===== src/hw/rtl/rsd_pkg.sv =====
// ---------------------------------------------------------------------------
// rsd_pkg: shared types and constants of the radial stick deadzone
// Field widths, register indexes, reset values and the types that pass
// between the front end, the job queue and the compute back end.
// ---------------------------------------------------------------------------
`timescale 1ns / 1ps
`default_nettype none

package rsd_pkg;

   // full scale of the stick, a power of two
   localparam int FS_LOG2    = 15;
   localparam int FULL_SCALE = 1 << FS_LOG2;

   // field widths
   localparam int AXIS_W  = 16;
   localparam int OUT_W   = 17;
   localparam int ZONE_W  = 14;
   localparam int CODE_W  = 6;
   localparam int CSR_A_W = 2;

   // job queue depth between front and back (2 or more)
   localparam int QUEUE_DEPTH = 2;

   // input commands
   localparam logic CMD_SAMPLE = 1'b0;
   localparam logic CMD_SYNC   = 1'b1;

   // axis selectors
   localparam logic AXIS_X = 1'b0;
   localparam logic AXIS_Y = 1'b1;

   // configuration register indexes
   localparam logic [CSR_A_W-1:0] CSR_DEAD_ZONE  = 2'd0;
   localparam logic [CSR_A_W-1:0] CSR_OUTER_ZONE = 2'd1;
   localparam logic [CSR_A_W-1:0] CSR_X_CODE     = 2'd2;
   localparam logic [CSR_A_W-1:0] CSR_Y_CODE     = 2'd3;

   // configuration reset values
   localparam logic [ZONE_W-1:0] DEAD_ZONE_RST  = 14'd4915;
   localparam logic [ZONE_W-1:0] OUTER_ZONE_RST = 14'd3277;
   localparam logic [CODE_W-1:0] X_CODE_RST     = 6'd0;
   localparam logic [CODE_W-1:0] Y_CODE_RST     = 6'd1;

   // stick position snapshot taken at a sync report
   typedef struct packed {
      logic signed [AXIS_W-1:0] y;
      logic signed [AXIS_W-1:0] x;
   } pair_type;

   // configuration seen by the back end
   typedef struct packed {
      logic [ZONE_W-1:0] dead_zone;
      logic [ZONE_W-1:0] outer_zone;
      logic [CODE_W-1:0] x_code;
      logic [CODE_W-1:0] y_code;
   } cfg_type;

endpackage

`default_nettype wire


===== src/hw/rtl/rsd_front.sv =====
// ---------------------------------------------------------------------------
// rsd_front: input word classifier
// Stores axis samples and pushes a position snapshot for each sync report.
// ---------------------------------------------------------------------------
`timescale 1ns / 1ps
`default_nettype none

module rsd_front (
   input  wire logic                           clock,
   input  wire logic                           reset,
   input  wire logic                           req_tvalid,
   output logic                                req_tready,
   input  wire logic [rsd_pkg::AXIS_W-1:0]     req_tdata,  // axis_value
   input  wire logic [1:0]                     req_tuser,  // command, axis_index
   input  wire logic                           queue_full,
   output logic                                push,
   output rsd_pkg::pair_type                   push_pair
);

   logic signed [rsd_pkg::AXIS_W-1:0] x_ff, x_in;
   logic signed [rsd_pkg::AXIS_W-1:0] y_ff, y_in;
   logic                              accept;
   logic                              cmd;
   logic                              axis;

   assign req_tready = !queue_full;
   assign accept     = req_tvalid && req_tready;
   assign cmd        = req_tuser[0];
   assign axis       = req_tuser[1];

   // sync report queues the current position
   assign push        = accept && (cmd == rsd_pkg::CMD_SYNC);
   assign push_pair.x = x_ff;
   assign push_pair.y = y_ff;

   // axis sample updates the stored position
   always_comb begin
      x_in = x_ff;
      y_in = y_ff;
      if (accept && (cmd == rsd_pkg::CMD_SAMPLE)) begin
         if (axis == rsd_pkg::AXIS_X) begin
            x_in = req_tdata;
         end else begin
            y_in = req_tdata;
         end
      end
   end

   always_ff @(posedge clock) begin
      if (reset) begin
         x_ff <= '0;
         y_ff <= '0;
      end else begin
         x_ff <= x_in;
         y_ff <= y_in;
      end
   end

endmodule

`default_nettype wire


===== src/hw/rtl/rsd_queue.sv =====
// ---------------------------------------------------------------------------
// rsd_queue: short job queue
// Holds position snapshots between the front end and the back end.
// ---------------------------------------------------------------------------
`timescale 1ns / 1ps
`default_nettype none

module rsd_queue #(
   parameter int DEPTH = rsd_pkg::QUEUE_DEPTH
) (
   input  wire logic              clock,
   input  wire logic              reset,
   input  wire logic              push,
   input  wire rsd_pkg::pair_type push_pair,
   output logic                   full,
   output logic                   not_empty,
   input  wire logic              pop,
   output rsd_pkg::pair_type      head
);

   localparam int PTR_W = $clog2(DEPTH);
   localparam int CNT_W = $clog2(DEPTH + 1);
   localparam logic [PTR_W-1:0] LAST_PTR  = PTR_W'(DEPTH - 1);
   localparam logic [CNT_W-1:0] DEPTH_CNT = CNT_W'(DEPTH);

   rsd_pkg::pair_type  entry_ff [DEPTH];
   logic [PTR_W-1:0]   wr_ptr_ff, wr_ptr_in;
   logic [PTR_W-1:0]   rd_ptr_ff, rd_ptr_in;
   logic [CNT_W-1:0]   count_ff, count_in;
   logic               do_push;
   logic               do_pop;

   assign full      = (count_ff == DEPTH_CNT);
   assign not_empty = (count_ff != '0);
   assign do_push   = push && !full;
   assign do_pop    = pop && not_empty;
   assign head      = entry_ff[rd_ptr_ff];

   // pointer and fill count update
   always_comb begin
      wr_ptr_in = wr_ptr_ff;
      rd_ptr_in = rd_ptr_ff;
      count_in  = count_ff;
      if (do_push) begin
         wr_ptr_in = (wr_ptr_ff == LAST_PTR) ? '0 : wr_ptr_ff + 1'b1;
      end
      if (do_pop) begin
         rd_ptr_in = (rd_ptr_ff == LAST_PTR) ? '0 : rd_ptr_ff + 1'b1;
      end
      if (do_push && !do_pop) begin
         count_in = count_ff + 1'b1;
      end else if (do_pop && !do_push) begin
         count_in = count_ff - 1'b1;
      end
   end

   always_ff @(posedge clock) begin
      if (reset) begin
         wr_ptr_ff <= '0;
         rd_ptr_ff <= '0;
         count_ff  <= '0;
      end else begin
         wr_ptr_ff <= wr_ptr_in;
         rd_ptr_ff <= rd_ptr_in;
         count_ff  <= count_in;
      end
   end

   // entry storage
   always_ff @(posedge clock) begin
      if (do_push) begin
         entry_ff[wr_ptr_ff] <= push_pair;
      end
   end

endmodule

`default_nettype wire


===== src/hw/rtl/rsd_back.sv =====
// ---------------------------------------------------------------------------
// rsd_back: deadzone compute engine
// Iterative square root and two restoring dividers produce the conditioned
// pair, then an output register sends X and Y when the pair has changed.
// ---------------------------------------------------------------------------
`timescale 1ns / 1ps
`default_nettype none

module rsd_back (
   input  wire logic                          clock,
   input  wire logic                          reset,
   input  wire rsd_pkg::cfg_type              cfg,
   input  wire logic                          job_valid,
   input  wire rsd_pkg::pair_type             job,
   output logic                               job_pop,
   output logic                               rsp_tvalid,
   input  wire logic                          rsp_tready,
   output logic [23:0]                        rsp_tdata,  // out_value, zero fill
   output logic [rsd_pkg::CODE_W-1:0]         rsp_tuser,  // out_code
   output logic                               rsp_tlast
);

   localparam int OW = rsd_pkg::OUT_W;

   // sequencer states
   localparam logic [3:0] ST_IDLE  = 4'd0;
   localparam logic [3:0] ST_SQR   = 4'd1;
   localparam logic [3:0] ST_SUM   = 4'd2;
   localparam logic [3:0] ST_ROOT  = 4'd3;
   localparam logic [3:0] ST_PREP  = 4'd4;
   localparam logic [3:0] ST_MUL   = 4'd5;
   localparam logic [3:0] ST_DINIT = 4'd6;
   localparam logic [3:0] ST_DIV   = 4'd7;
   localparam logic [3:0] ST_CHK   = 4'd8;
   localparam logic [3:0] ST_SENDX = 4'd9;
   localparam logic [3:0] ST_SENDY = 4'd10;

   localparam logic [4:0]    ROOT_LAST = 5'd23;
   localparam logic [4:0]    DIV_LAST  = 5'd16;
   localparam logic [OW-1:0] FS_VAL    = OW'(rsd_pkg::FULL_SCALE);

   logic [3:0]              state_ff, state_in;
   logic signed [15:0]      x_ff, x_in, y_ff, y_in;
   logic [30:0]             sqx_ff, sqx_in, sqy_ff, sqy_in;
   logic [47:0]             rad_ff, rad_in;
   logic [25:0]             rem_ff, rem_in;
   logic [23:0]             root_ff, root_in;
   logic [4:0]              cnt_ff, cnt_in;
   logic [15:0]             rise_ff, rise_in, span_ff, span_in;
   logic [15:0]             ax_ff, ax_in, ay_ff, ay_in;
   logic                    zero_ff, zero_in;
   logic [31:0]             px_ff, px_in, py_ff, py_in;
   logic [39:0]             den_ff, den_in;
   logic [54:0]             remx_ff, remx_in, remy_ff, remy_in;
   logic [55:0]             dsh_ff, dsh_in;
   logic [OW-1:0]           qx_ff, qx_in, qy_ff, qy_in;
   logic                    ovx_ff, ovx_in, ovy_ff, ovy_in;
   logic [OW-1:0]           lastx_ff, lastx_in, lasty_ff, lasty_in;
   logic                    ovalid_ff, ovalid_in;
   logic [OW-1:0]           odata_ff, odata_in;
   logic [rsd_pkg::CODE_W-1:0] ocode_ff, ocode_in;
   logic                    olast_ff, olast_in;

   logic [27:0]             rem_sh;
   logic [27:0]             trial;
   logic                    root_ge;
   logic [15:0]             r_val;
   logic [15:0]             lim;
   logic [15:0]             rcap;
   logic [15:0]             dz16;
   logic                    gex, gey;
   logic [OW-1:0]           qxc, qyc;
   logic [OW-1:0]           ox, oy;
   logic                    out_take;

   assign job_pop    = (state_ff == ST_IDLE) && job_valid;
   assign rsp_tvalid = ovalid_ff;
   assign rsp_tdata  = {7'd0, odata_ff};
   assign rsp_tuser  = ocode_ff;
   assign rsp_tlast  = olast_ff;
   assign out_take   = ovalid_ff && rsp_tready;

   // square root digit step: two radicand bits per cycle
   assign rem_sh  = {rem_ff, rad_ff[47:46]};
   assign trial   = {2'b00, root_ff, 2'b01};
   assign root_ge = (rem_sh >= trial);

   // radius cap and deadzone test
   assign r_val = root_ff[23:8];
   assign lim   = 16'(17'(rsd_pkg::FULL_SCALE) - {3'd0, cfg.outer_zone});
   assign rcap  = (r_val > lim) ? lim : r_val;
   assign dz16  = {2'd0, cfg.dead_zone};

   // restoring divide compare, one quotient bit per cycle
   assign gex = ({1'b0, remx_ff} >= dsh_ff);
   assign gey = ({1'b0, remy_ff} >= dsh_ff);

   // clamp, then restore sign
   assign qxc = (ovx_ff || (qx_ff > FS_VAL)) ? FS_VAL : qx_ff;
   assign qyc = (ovy_ff || (qy_ff > FS_VAL)) ? FS_VAL : qy_ff;
   assign ox  = zero_ff ? '0 : (x_ff[15] ? OW'(0) - qxc : qxc);
   assign oy  = zero_ff ? '0 : (y_ff[15] ? OW'(0) - qyc : qyc);

   always_comb begin
      state_in  = state_ff;
      x_in      = x_ff;
      y_in      = y_ff;
      sqx_in    = sqx_ff;
      sqy_in    = sqy_ff;
      rad_in    = rad_ff;
      rem_in    = rem_ff;
      root_in   = root_ff;
      cnt_in    = cnt_ff;
      rise_in   = rise_ff;
      span_in   = span_ff;
      ax_in     = ax_ff;
      ay_in     = ay_ff;
      zero_in   = zero_ff;
      px_in     = px_ff;
      py_in     = py_ff;
      den_in    = den_ff;
      remx_in   = remx_ff;
      remy_in   = remy_ff;
      dsh_in    = dsh_ff;
      qx_in     = qx_ff;
      qy_in     = qy_ff;
      ovx_in    = ovx_ff;
      ovy_in    = ovy_ff;
      lastx_in  = lastx_ff;
      lasty_in  = lasty_ff;
      ovalid_in = ovalid_ff;
      odata_in  = odata_ff;
      ocode_in  = ocode_ff;
      olast_in  = olast_ff;

      unique case (state_ff)
         ST_IDLE: begin
            if (job_valid) begin
               x_in     = job.x;
               y_in     = job.y;
               state_in = ST_SQR;
            end
         end
         // squares of both axes
         ST_SQR: begin
            sqx_in   = 31'(32'(x_ff) * 32'(x_ff));
            sqy_in   = 31'(32'(y_ff) * 32'(y_ff));
            state_in = ST_SUM;
         end
         // radicand is s scaled by 2^16 for 8 fraction bits of magnitude
         ST_SUM: begin
            rad_in   = {32'({1'b0, sqx_ff} + {1'b0, sqy_ff}), 16'd0};
            rem_in   = '0;
            root_in  = '0;
            cnt_in   = '0;
            state_in = ST_ROOT;
         end
         ST_ROOT: begin
            rad_in = {rad_ff[45:0], 2'b00};
            if (root_ge) begin
               rem_in  = 26'(rem_sh - trial);
               root_in = {root_ff[22:0], 1'b1};
            end else begin
               rem_in  = 26'(rem_sh);
               root_in = {root_ff[22:0], 1'b0};
            end
            cnt_in = cnt_ff + 1'b1;
            if (cnt_ff == ROOT_LAST) begin
               state_in = ST_PREP;
            end
         end
         // rescale bounds and absolute axis values
         ST_PREP: begin
            zero_in  = (rcap <= dz16);
            rise_in  = rcap - dz16;
            span_in  = lim - dz16;
            ax_in    = x_ff[15] ? 16'(16'd0 - x_ff) : x_ff;
            ay_in    = y_ff[15] ? 16'(16'd0 - y_ff) : y_ff;
            state_in = (rcap <= dz16) ? ST_CHK : ST_MUL;
         end
         ST_MUL: begin
            px_in    = rise_ff * ax_ff;
            py_in    = rise_ff * ay_ff;
            den_in   = span_ff * root_ff;
            state_in = ST_DINIT;
         end
         // quotient at or above 2^17 saturates straight away
         ST_DINIT: begin
            remx_in  = {px_ff, 23'd0};
            remy_in  = {py_ff, 23'd0};
            ovx_in   = ({2'd0, px_ff, 6'd0} >= den_ff);
            ovy_in   = ({2'd0, py_ff, 6'd0} >= den_ff);
            dsh_in   = {den_ff, 16'd0};
            qx_in    = '0;
            qy_in    = '0;
            cnt_in   = '0;
            state_in = ST_DIV;
         end
         ST_DIV: begin
            if (gex) begin
               remx_in = remx_ff - dsh_ff[54:0];
            end
            if (gey) begin
               remy_in = remy_ff - dsh_ff[54:0];
            end
            qx_in  = {qx_ff[OW-2:0], gex};
            qy_in  = {qy_ff[OW-2:0], gey};
            dsh_in = {1'b0, dsh_ff[55:1]};
            cnt_in = cnt_ff + 1'b1;
            if (cnt_ff == DIV_LAST) begin
               state_in = ST_CHK;
            end
         end
         // send only a changed pair
         ST_CHK: begin
            if ((ox != lastx_ff) || (oy != lasty_ff)) begin
               lastx_in  = ox;
               lasty_in  = oy;
               ovalid_in = 1'b1;
               odata_in  = ox;
               ocode_in  = cfg.x_code;
               olast_in  = 1'b0;
               state_in  = ST_SENDX;
            end else begin
               state_in = ST_IDLE;
            end
         end
         ST_SENDX: begin
            if (out_take) begin
               odata_in = lasty_ff;
               ocode_in = cfg.y_code;
               olast_in = 1'b1;
               state_in = ST_SENDY;
            end
         end
         ST_SENDY: begin
            if (out_take) begin
               ovalid_in = 1'b0;
               state_in  = ST_IDLE;
            end
         end
         default: begin
            state_in = ST_IDLE;
         end
      endcase
   end

   // control state
   always_ff @(posedge clock) begin
      if (reset) begin
         state_ff  <= ST_IDLE;
         ovalid_ff <= 1'b0;
         lastx_ff  <= '0;
         lasty_ff  <= '0;
      end else begin
         state_ff  <= state_in;
         ovalid_ff <= ovalid_in;
         lastx_ff  <= lastx_in;
         lasty_ff  <= lasty_in;
      end
   end

   // datapath registers
   always_ff @(posedge clock) begin
      x_ff     <= x_in;
      y_ff     <= y_in;
      sqx_ff   <= sqx_in;
      sqy_ff   <= sqy_in;
      rad_ff   <= rad_in;
      rem_ff   <= rem_in;
      root_ff  <= root_in;
      cnt_ff   <= cnt_in;
      rise_ff  <= rise_in;
      span_ff  <= span_in;
      ax_ff    <= ax_in;
      ay_ff    <= ay_in;
      zero_ff  <= zero_in;
      px_ff    <= px_in;
      py_ff    <= py_in;
      den_ff   <= den_in;
      remx_ff  <= remx_in;
      remy_ff  <= remy_in;
      dsh_ff   <= dsh_in;
      qx_ff    <= qx_in;
      qy_ff    <= qy_in;
      ovx_ff   <= ovx_in;
      ovy_ff   <= ovy_in;
      odata_ff <= odata_in;
      ocode_ff <= ocode_in;
      olast_ff <= olast_in;
   end

endmodule

`default_nettype wire


===== src/hw/rtl/radial_stick_deadzone.sv =====
// ---------------------------------------------------------------------------
// radial_stick_deadzone: scaled radial deadzone for a two-axis stick
// Input words carry axis samples or sync reports; each sync report yields
// a conditioned X/Y pair when the pair differs from the one sent before.
//
// req channel: tuser[0] is the command (axis sample or sync report),
// tuser[1] picks X or Y, tdata is the signed raw position.
// rsp channel: X word, then Y word with tlast high; tuser is the configured code.
// csr port: one write per cycle at csr_we, index 0 dead zone, 1 outer zone, 2 X
// code, 3 Y code. The user writes it only while the block is idle; not enforced.
// Sequence: with the engine free, a sync report passes the job queue, then the
// squares, the 24-step square root, the rescale, the products and the 17-step
// divide before the X word is offered; inside the deadzone the products and the
// divide are skipped. The engine takes the next sync report once the Y word is
// taken, or once the check finds an unchanged pair. Axis samples are taken
// at once while the job queue has room. A stalled receiver holds the result word
// and the engine; the front keeps taking words until the queue fills.
// Reset: registers return to their defaults, stored positions and the last
// pair sent are zero, the queue is empty.
// ---------------------------------------------------------------------------
`timescale 1ns / 1ps
`default_nettype none

module radial_stick_deadzone #(
   parameter int QUEUE_DEPTH = rsd_pkg::QUEUE_DEPTH
) (
   input  wire logic                          clock,
   input  wire logic                          reset,
   input  wire logic                          req_tvalid,
   output logic                               req_tready,
   input  wire logic [15:0]                   req_tdata,  // axis_value
   input  wire logic [1:0]                    req_tuser,  // command, axis_index
   output logic                               rsp_tvalid,
   input  wire logic                          rsp_tready,
   output logic [23:0]                        rsp_tdata,  // out_value, zero fill
   output logic [5:0]                         rsp_tuser,  // out_code
   output logic                               rsp_tlast,
   input  wire logic                          csr_we,
   input  wire logic [rsd_pkg::CSR_A_W-1:0]   csr_addr,
   input  wire logic [rsd_pkg::ZONE_W-1:0]    csr_wdata
);

   rsd_pkg::cfg_type   cfg_ff, cfg_in;
   rsd_pkg::pair_type  push_pair;
   rsd_pkg::pair_type  head;
   logic               push;
   logic               queue_full;
   logic               not_empty;
   logic               job_pop;

   // configuration registers
   always_comb begin
      cfg_in = cfg_ff;
      if (csr_we) begin
         unique case (csr_addr)
            rsd_pkg::CSR_DEAD_ZONE:  cfg_in.dead_zone  = csr_wdata;
            rsd_pkg::CSR_OUTER_ZONE: cfg_in.outer_zone = csr_wdata;
            rsd_pkg::CSR_X_CODE:     cfg_in.x_code     = csr_wdata[rsd_pkg::CODE_W-1:0];
            rsd_pkg::CSR_Y_CODE:     cfg_in.y_code     = csr_wdata[rsd_pkg::CODE_W-1:0];
            default: begin
            end
         endcase
      end
   end

   always_ff @(posedge clock) begin
      if (reset) begin
         cfg_ff.dead_zone  <= rsd_pkg::DEAD_ZONE_RST;
         cfg_ff.outer_zone <= rsd_pkg::OUTER_ZONE_RST;
         cfg_ff.x_code     <= rsd_pkg::X_CODE_RST;
         cfg_ff.y_code     <= rsd_pkg::Y_CODE_RST;
      end else begin
         cfg_ff <= cfg_in;
      end
   end

   // front end: sample store and sync classification
   rsd_front u_front (
      .clock      (clock),
      .reset      (reset),
      .req_tvalid (req_tvalid),
      .req_tready (req_tready),
      .req_tdata  (req_tdata),
      .req_tuser  (req_tuser),
      .queue_full (queue_full),
      .push       (push),
      .push_pair  (push_pair)
   );

   // job queue
   rsd_queue #(
      .DEPTH (QUEUE_DEPTH)
   ) u_queue (
      .clock     (clock),
      .reset     (reset),
      .push      (push),
      .push_pair (push_pair),
      .full      (queue_full),
      .not_empty (not_empty),
      .pop       (job_pop),
      .head      (head)
   );

   // compute engine and result register
   rsd_back u_back (
      .clock      (clock),
      .reset      (reset),
      .cfg        (cfg_ff),
      .job_valid  (not_empty),
      .job        (head),
      .job_pop    (job_pop),
      .rsp_tvalid (rsp_tvalid),
      .rsp_tready (rsp_tready),
      .rsp_tdata  (rsp_tdata),
      .rsp_tuser  (rsp_tuser),
      .rsp_tlast  (rsp_tlast)
   );

endmodule

`default_nettype wire

===== config.mk =====
export PLATFORM = sky130hd
export DESIGN_NAME = radial_stick_deadzone
export DESIGN_NICKNAME = d
export VERILOG_FILES = /design/src/hw/rtl/rsd_pkg.sv /design/src/hw/rtl/rsd_front.sv /design/src/hw/rtl/rsd_queue.sv /design/src/hw/rtl/rsd_back.sv /design/src/hw/rtl/radial_stick_deadzone.sv
export SDC_FILE = /design/constraint.sdc
export NUM_CORES = 2
export LEC_CHECK = 0
export BUFFER_PORTS_ARGS = -buffer_cell sky130_fd_sc_hd__buf_2
export CAP_MARGIN = 20
export CORE_MARGIN = 5
export CORE_UTILIZATION = 45
export CTS_BUF_LIST = sky130_fd_sc_hd__clkbuf_4 sky130_fd_sc_hd__clkbuf_8
export DETAILED_ROUTE_END_ITERATION = 8
export SLEW_MARGIN = 40
export SYNTH_ARGS = -nofsm -noshare
export SYNTH_HDL_FRONTEND = slang
export SYNTH_SLANG_ARGS = --single-unit

===== constraint.sdc =====
create_clock -name clock -period 20.9 [get_ports clock]
set_input_delay 3.135 -clock clock [delete_from_list [all_inputs] [get_ports clock]]
set_output_delay 3.135 -clock clock [all_outputs]
set_load 0.01 [all_outputs]

Word-level counts from Yosys, hierarchy flattened. Memory sizes are Yosys's and may differ from the RTL's. A register that Yosys moved wholly into a read port is not among the register bits. Index checks and enable logic that the tools add are counted. W data, S select, Z words.

Add/subtract/negate cells: 16. Multiply operators: 5. $lt $le $gt $ge: 9. Equal/unequal tests: 26. Multiplexer cells: 48. Bitwise operators: 2. Reduce and logical (&&, ||, !) cells: 39.

Operators with widths (number): $pmux W55 S2 (2); $mux W17 (8); $ge A55 B56 Y1 (2); $pmux W56 S2 (1); $mux W55 (2); $sub A55 B55 Y55 (2); $pmux W17 S2 (3); $pmux W48 S2 (1); $ge A38 B40 Y1 (2); $mul A16 B16 Y32 (2); $mul A16 B16 Y31 (2); $pmux W26 S2 (1); $pmux W24 S2 (1); $pmux W4 S11 (1); $mul A16 B24 Y40 (1); $gt A17 B16 Y1 const B (2); $ne A17 B17 Y1 (2); $sub A1 B17 Y17 const A (2); $add A31 B31 Y32 (1); $sub A1 B16 Y16 const A (2); $sub A16 B14 Y16 (2); $mux W15 (2); $ge A28 B26 Y1 (1); $mux W4 (7); other kinds (35) (93).

Bits in registers: 675. RAM bits: 64. Input port bits: 39. Output and inout port bits: 33. Memories kept: 1.

Memory list: u_queue.entry_ff (depth 2, width 32, rd ports 1, clocked after memory_dff 1, write ports 1, line rsd_queue.sv:26) `rsd_pkg::pair_type entry_ff [DEPTH];`.

Longest topological paths before layout.
Depth in word-level cells: 10. Mapped depth: 30. Mapped depth without buffers: 29.

Modules after synthesis. A second synthesis with hierarchy kept.

Cells, all modules: 9094. Area total of the unflattened synthesis: 87513.9 sq um.

By module, submodules not included: rsd_back (instances 1, cells an instance 8681, area an instance 81978.6 sq um, sequential area each 18017.3 sq um); rsd_queue (instances 1, cells an instance 125, area an instance 2528.7 sq um, sequential area each 2021.9 sq um); radial_stick_deadzone (instances 1, cells an instance 161, area an instance 1647.8 sq um, sequential area each 800.8 sq um); rsd_front (instances 1, cells an instance 127, area an instance 1358.8 sq um, sequential area each 640.6 sq um).

Worst setup path after synthesis. OpenSTA, ideal clock, no wires.

Path type: reg2reg. Start point: register u_back.state_ff[1]. End point: register u_back.state_ff[1]. Setup time: 141 ps. Data arrival time: 7775 ps. Slack: 12983 ps. Stages on the path, launching flop included: 11. Buffers on the path: 2. Period minus slack after synthesis: 7917 ps. Cell sequence: dfxtp_1 -> clkbuf_1 -> inv_1 -> nor3_1 -> and2_1 -> clkbuf_1 -> nor2_1 -> o211ai_1 -> nor2_1 -> a31oi_1 -> a311oi_1.

Longest elaborated chain between the ends: 3.

RTL lines: start, declared (line rsd_back.sv:42) `logic [3:0] state_ff, state_in;`; start signal, assigned (line rsd_back.sv:256) `state_ff <= state_in;`; $eq A4 B4 Y1 (tied with other cells) (line rsd_back.sv:136) `unique case (state_ff)`; $ne A2 B1 Y1 (no line); $reduce_and A5 Y1 (no line).

Several ways; a longest one is shown, not always the timed one. A chain may end at the register's enable or synchronous reset.

Worst setup path in the final report.
Start point: register u_back.y_ff[2]. End point: register u_back.sqy_ff[29], data pin.

Longest elaborated chain between the ends: 1.

RTL lines: start, declared (line rsd_back.sv:43) `logic signed [15:0] x_ff, x_in, y_ff, y_in;`; start signal, assigned (line rsd_back.sv:266) `y_ff <= y_in;`; $mul A16 B16 Y31 (line rsd_back.sv:147) `sqy_in = 31'(32'(y_ff) * 32'(y_ff));`; end signal, assigned (line rsd_back.sv:268) `sqy_ff <= sqy_in;`; end, declared (line rsd_back.sv:44) `logic [30:0] sqx_ff, sqx_in, sqy_ff, sqy_in;`.

No other way between the ends.

==> results.txt <==
Critical R2R Launch = u_back.y_ff[2]
Mapped Cells = 9041
vias in the first global route = 65.4k
HP Class = register to register
ranking of synthesized cells by area = fa_1 (27%), edfxtp_1 (22%), ha_1 (11%)
cell mode on critical path = fa_1
maxcap violations = 0
synthesized flop and latch total = 753
Least-Margin Pin Slew = 0.947 ns
Clk pin slew, worst setup/hold paths = 0.06 ns
share of layout cells above drive strength 1 = 5.65%
Boundary Pins = 72
skew final = 0.0670 ns
RSZ-0062 raised after global routing = no
Clock Latency Late Sink = 0.88 ns
Synth top cells by count = inv_1 (1601), fa_1 (1166), nand2_1 (1113)
initial antenna violation count = 5
Hold Path End = u_queue.entry_ff[0][20]
number of vias per cell = 5.35
Port Buffers = 64
Setup violations, final = 0
achievable frequency = 124 MHz
YS warnings = 0
Hold Crit Start = u_front.y_ff[4]
Crit path required time = 21.53 ns
CTS tree = done
fraction of registers with async set/reset = 0%
post-cts resize count = 0
Worst Path Buf+Inv = 5
post-detailed-placement half-perimeter wirelength = 172 mm
Slew Viols, Final = 0
critical path depth = 22
worst path arrival time = 8.67 ns
Routability Congestion = 0.916
largest net degree at the start of global routing = 103
Netlist Area Pre-Place = 86800 µm²
Crit Reg-Reg Endpoint = u_back.sqy_ff[29]
total setup buffers inserted after CTS = 0
largest area contributor in the netlist = fa_1
top-count cell post-synth = inv_1
TritonCTS Buffers = 139
area of the multi-input gates = 58000 µm²
gr ovfl total = 0
GRT Util Overall = 21.9%
Setup crit end kind = register
r2r worst-path depth = 22
final worst setup slack = 12.86 ns
crit-path max FO = 15
Clock Root Buffer = clkbuf_8
Pre-antenna DRT Iters = 5
Crit Path Class = register to register
max_slew headroom = 35.2%
Yosys top cell area share = 26.9%
Crit-path slowest cell = edfxtp_1
FF+latch area = 21500 µm²
Setup TNS Final = 0 ns
Max Buffers Root-to-Sink = 3
sequential element share of the synthesized area = 24.7%
# DRC = 0
Crit path max-delay family = adder cells
crit-path cells = clkinv_1, nor2_1, inv_1, fa_1, inv_1, fa_1, fa_1, inv_1, fa_1, inv_1, fa_1, fa_1, ha_1, o2111ai_1, a2111oi_0, nor4b_1, o21ai_0, o41ai_1, o21ai_0, o21ai_0, nand2b_1, xor2_1
hold_buf cts = 0
Die ar. = 202000 µm²
die height = 449 µm
Initial Utilization = 45.2%
Layout Area Growth over Synthesis = 7.10%
Crit. Startpoint = u_back.y_ff[2]
ANT nets after route = 0
Syn Area/Cell = 9.60 µm²
WHS Path Cells = 0
routed len/inst = 18.8 µm
Vias = 62.3k
Placeable Area = 192000 µm²
number of flops mapped to enable cells by yosys = 638
CP max stage delay = 0.71 ns
FF-to-FF setup slack = 12.86 ns
initial detailed-routing violation count = 4107
Rows = 161
Distinct cells, synth = 93
fillcell total = 18.0k
Nets = 11.0k
pre-CTS WS = 13.01 ns
CTS HTree Levels = 4
Die Wd = 449 µm
first-pass GRT wire length = 356 mm
Final min period = 8.04 ns
status = finished clean
Hold Fails Final Rpt = 0
period utilization = 38.4%
CTS Sinks = 753
WL final = 219 mm
startpoint types = register
Synth Flop Type = edfxtp_1
[sequential cells by signal, indices dropped and copies added (netlist names), 26 cells and up]
register          cells
u_queue.entry_ff     64
u_back.py_ff         32
u_back.rem_ff        26
u_back.den_ff        40
u_back.remx_ff       55
u_back.sqx_ff        30
u_back.sqy_ff        30
u_back.dsh_ff        56
cfg_ff               40
u_back.remy_ff       55
u_back.px_ff         32
u_back.rad_ff        32
[worst reg2reg max path, cell delays in order (launching register included)]
cell and delay (ns):
edfxtp_1 0.71, clkinv_1 0.47, nor2_1 0.32, inv_1 0.10, fa_1 0.54, inv_1 0.07
fa_1 0.52, fa_1 0.54, inv_1 0.05, fa_1 0.53, inv_1 0.06, fa_1 0.51
fa_1 0.49, ha_1 0.38, o2111ai_1 0.26, a2111oi_0 0.15, nor4b_1 0.59, o21ai_0 0.27
o41ai_1 0.56, o21ai_0 0.23, o21ai_0 0.21, nand2b_1 0.09, xor2_1 0.14
[routing by layer]
layer,track usage (%),share of wire (%),vias up
met2,37.3,49,1512
met4,6.84,3.2,0
met1,29.1,44,31300
met5,0,0,-
met3,3.05,4.5,334
li1,-,-,29100
[worst max-delay path by stage]
stage	end	slack (ns)
after global routing	u_back.sqy_ff[29]	12.36
after global placement	u_back.sqy_ff[29]	13.09
after detailed placement	u_back.sqy_ff[29]	13.01
final	u_back.sqy_ff[29]	12.86
after CTS	u_back.sqy_ff[29]	12.98
after floorplan	u_back.state_ff[1]	12.98
[layout make-up]
type                            instances  share of cell area, %
Multi-Input combinational cell       6329                   62.4
Sequential cell                       753                   23.1
Inverter                             1609                   6.50
Tap cell                             2526                   3.40
Clock buffer                          194                   2.58
Timing Repair Buffer                  173                   1.47
Clock inverter                         55                  0.520
Antenna cell                            2                0.00538
[through the flow]
| stage | cells | area, µm² | utilization (%) | hold slack, ns |
|---|---|---|---|---|
| floorplan | 9047 | 86800 | - | 0.425 |
| global placement | 11400 | 89500 | 46.6 | 0.432 |
| detailed placement | 11400 | 89900 | 46.8 | 0.439 |
| CTS | 11600 | 92800 | 48.3 | 0.452 |
| global route | 11600 | 93000 | 48.4 | 0.472 |
| finish | 11600 | 93000 | 48.4 | 0.453 |
[cell families (layout without fill, tap and decap cells)]
group                    count (synthesis)  after routing  share of synthesized area, %
AO/OA/AOI/OAI                         1272           1272                          9.25
other                                    1              9                       0.00432
XOR/XNOR                               394            394                          3.99
adder cells (fa/ha/maj)               1938           1938                          38.0
flip-flops                             753            753                          24.7
buffers and inverters                 1965           2031                          8.57
AND/OR/NAND/NOR                       2610           2610                          14.1
multiplexers                           108            108                          1.32
[cell usage in the layout (no fill, tap or decap), types with 95 or more instances in the layout]
cell type	synthesis	final
inv_1	1601	1599
nor3_1	100	95
and2_1	460	460
ha_1	772	770
fa_1	1166	1166
xnor2_1	272	271
edfxtp_1	638	638
a21oi_1	390	390
nor2_1	477	473
xor2_1	121	121
nand2_1	1113	1112
o21ai_0	312	312
dfxtp_1	115	114
a21o_1	135	135
clkbuf_8	0	150
Power is left out: the tool's default activity adds up to more than one toggle a clock period on the data nets, which glitch-free logic cannot reach.
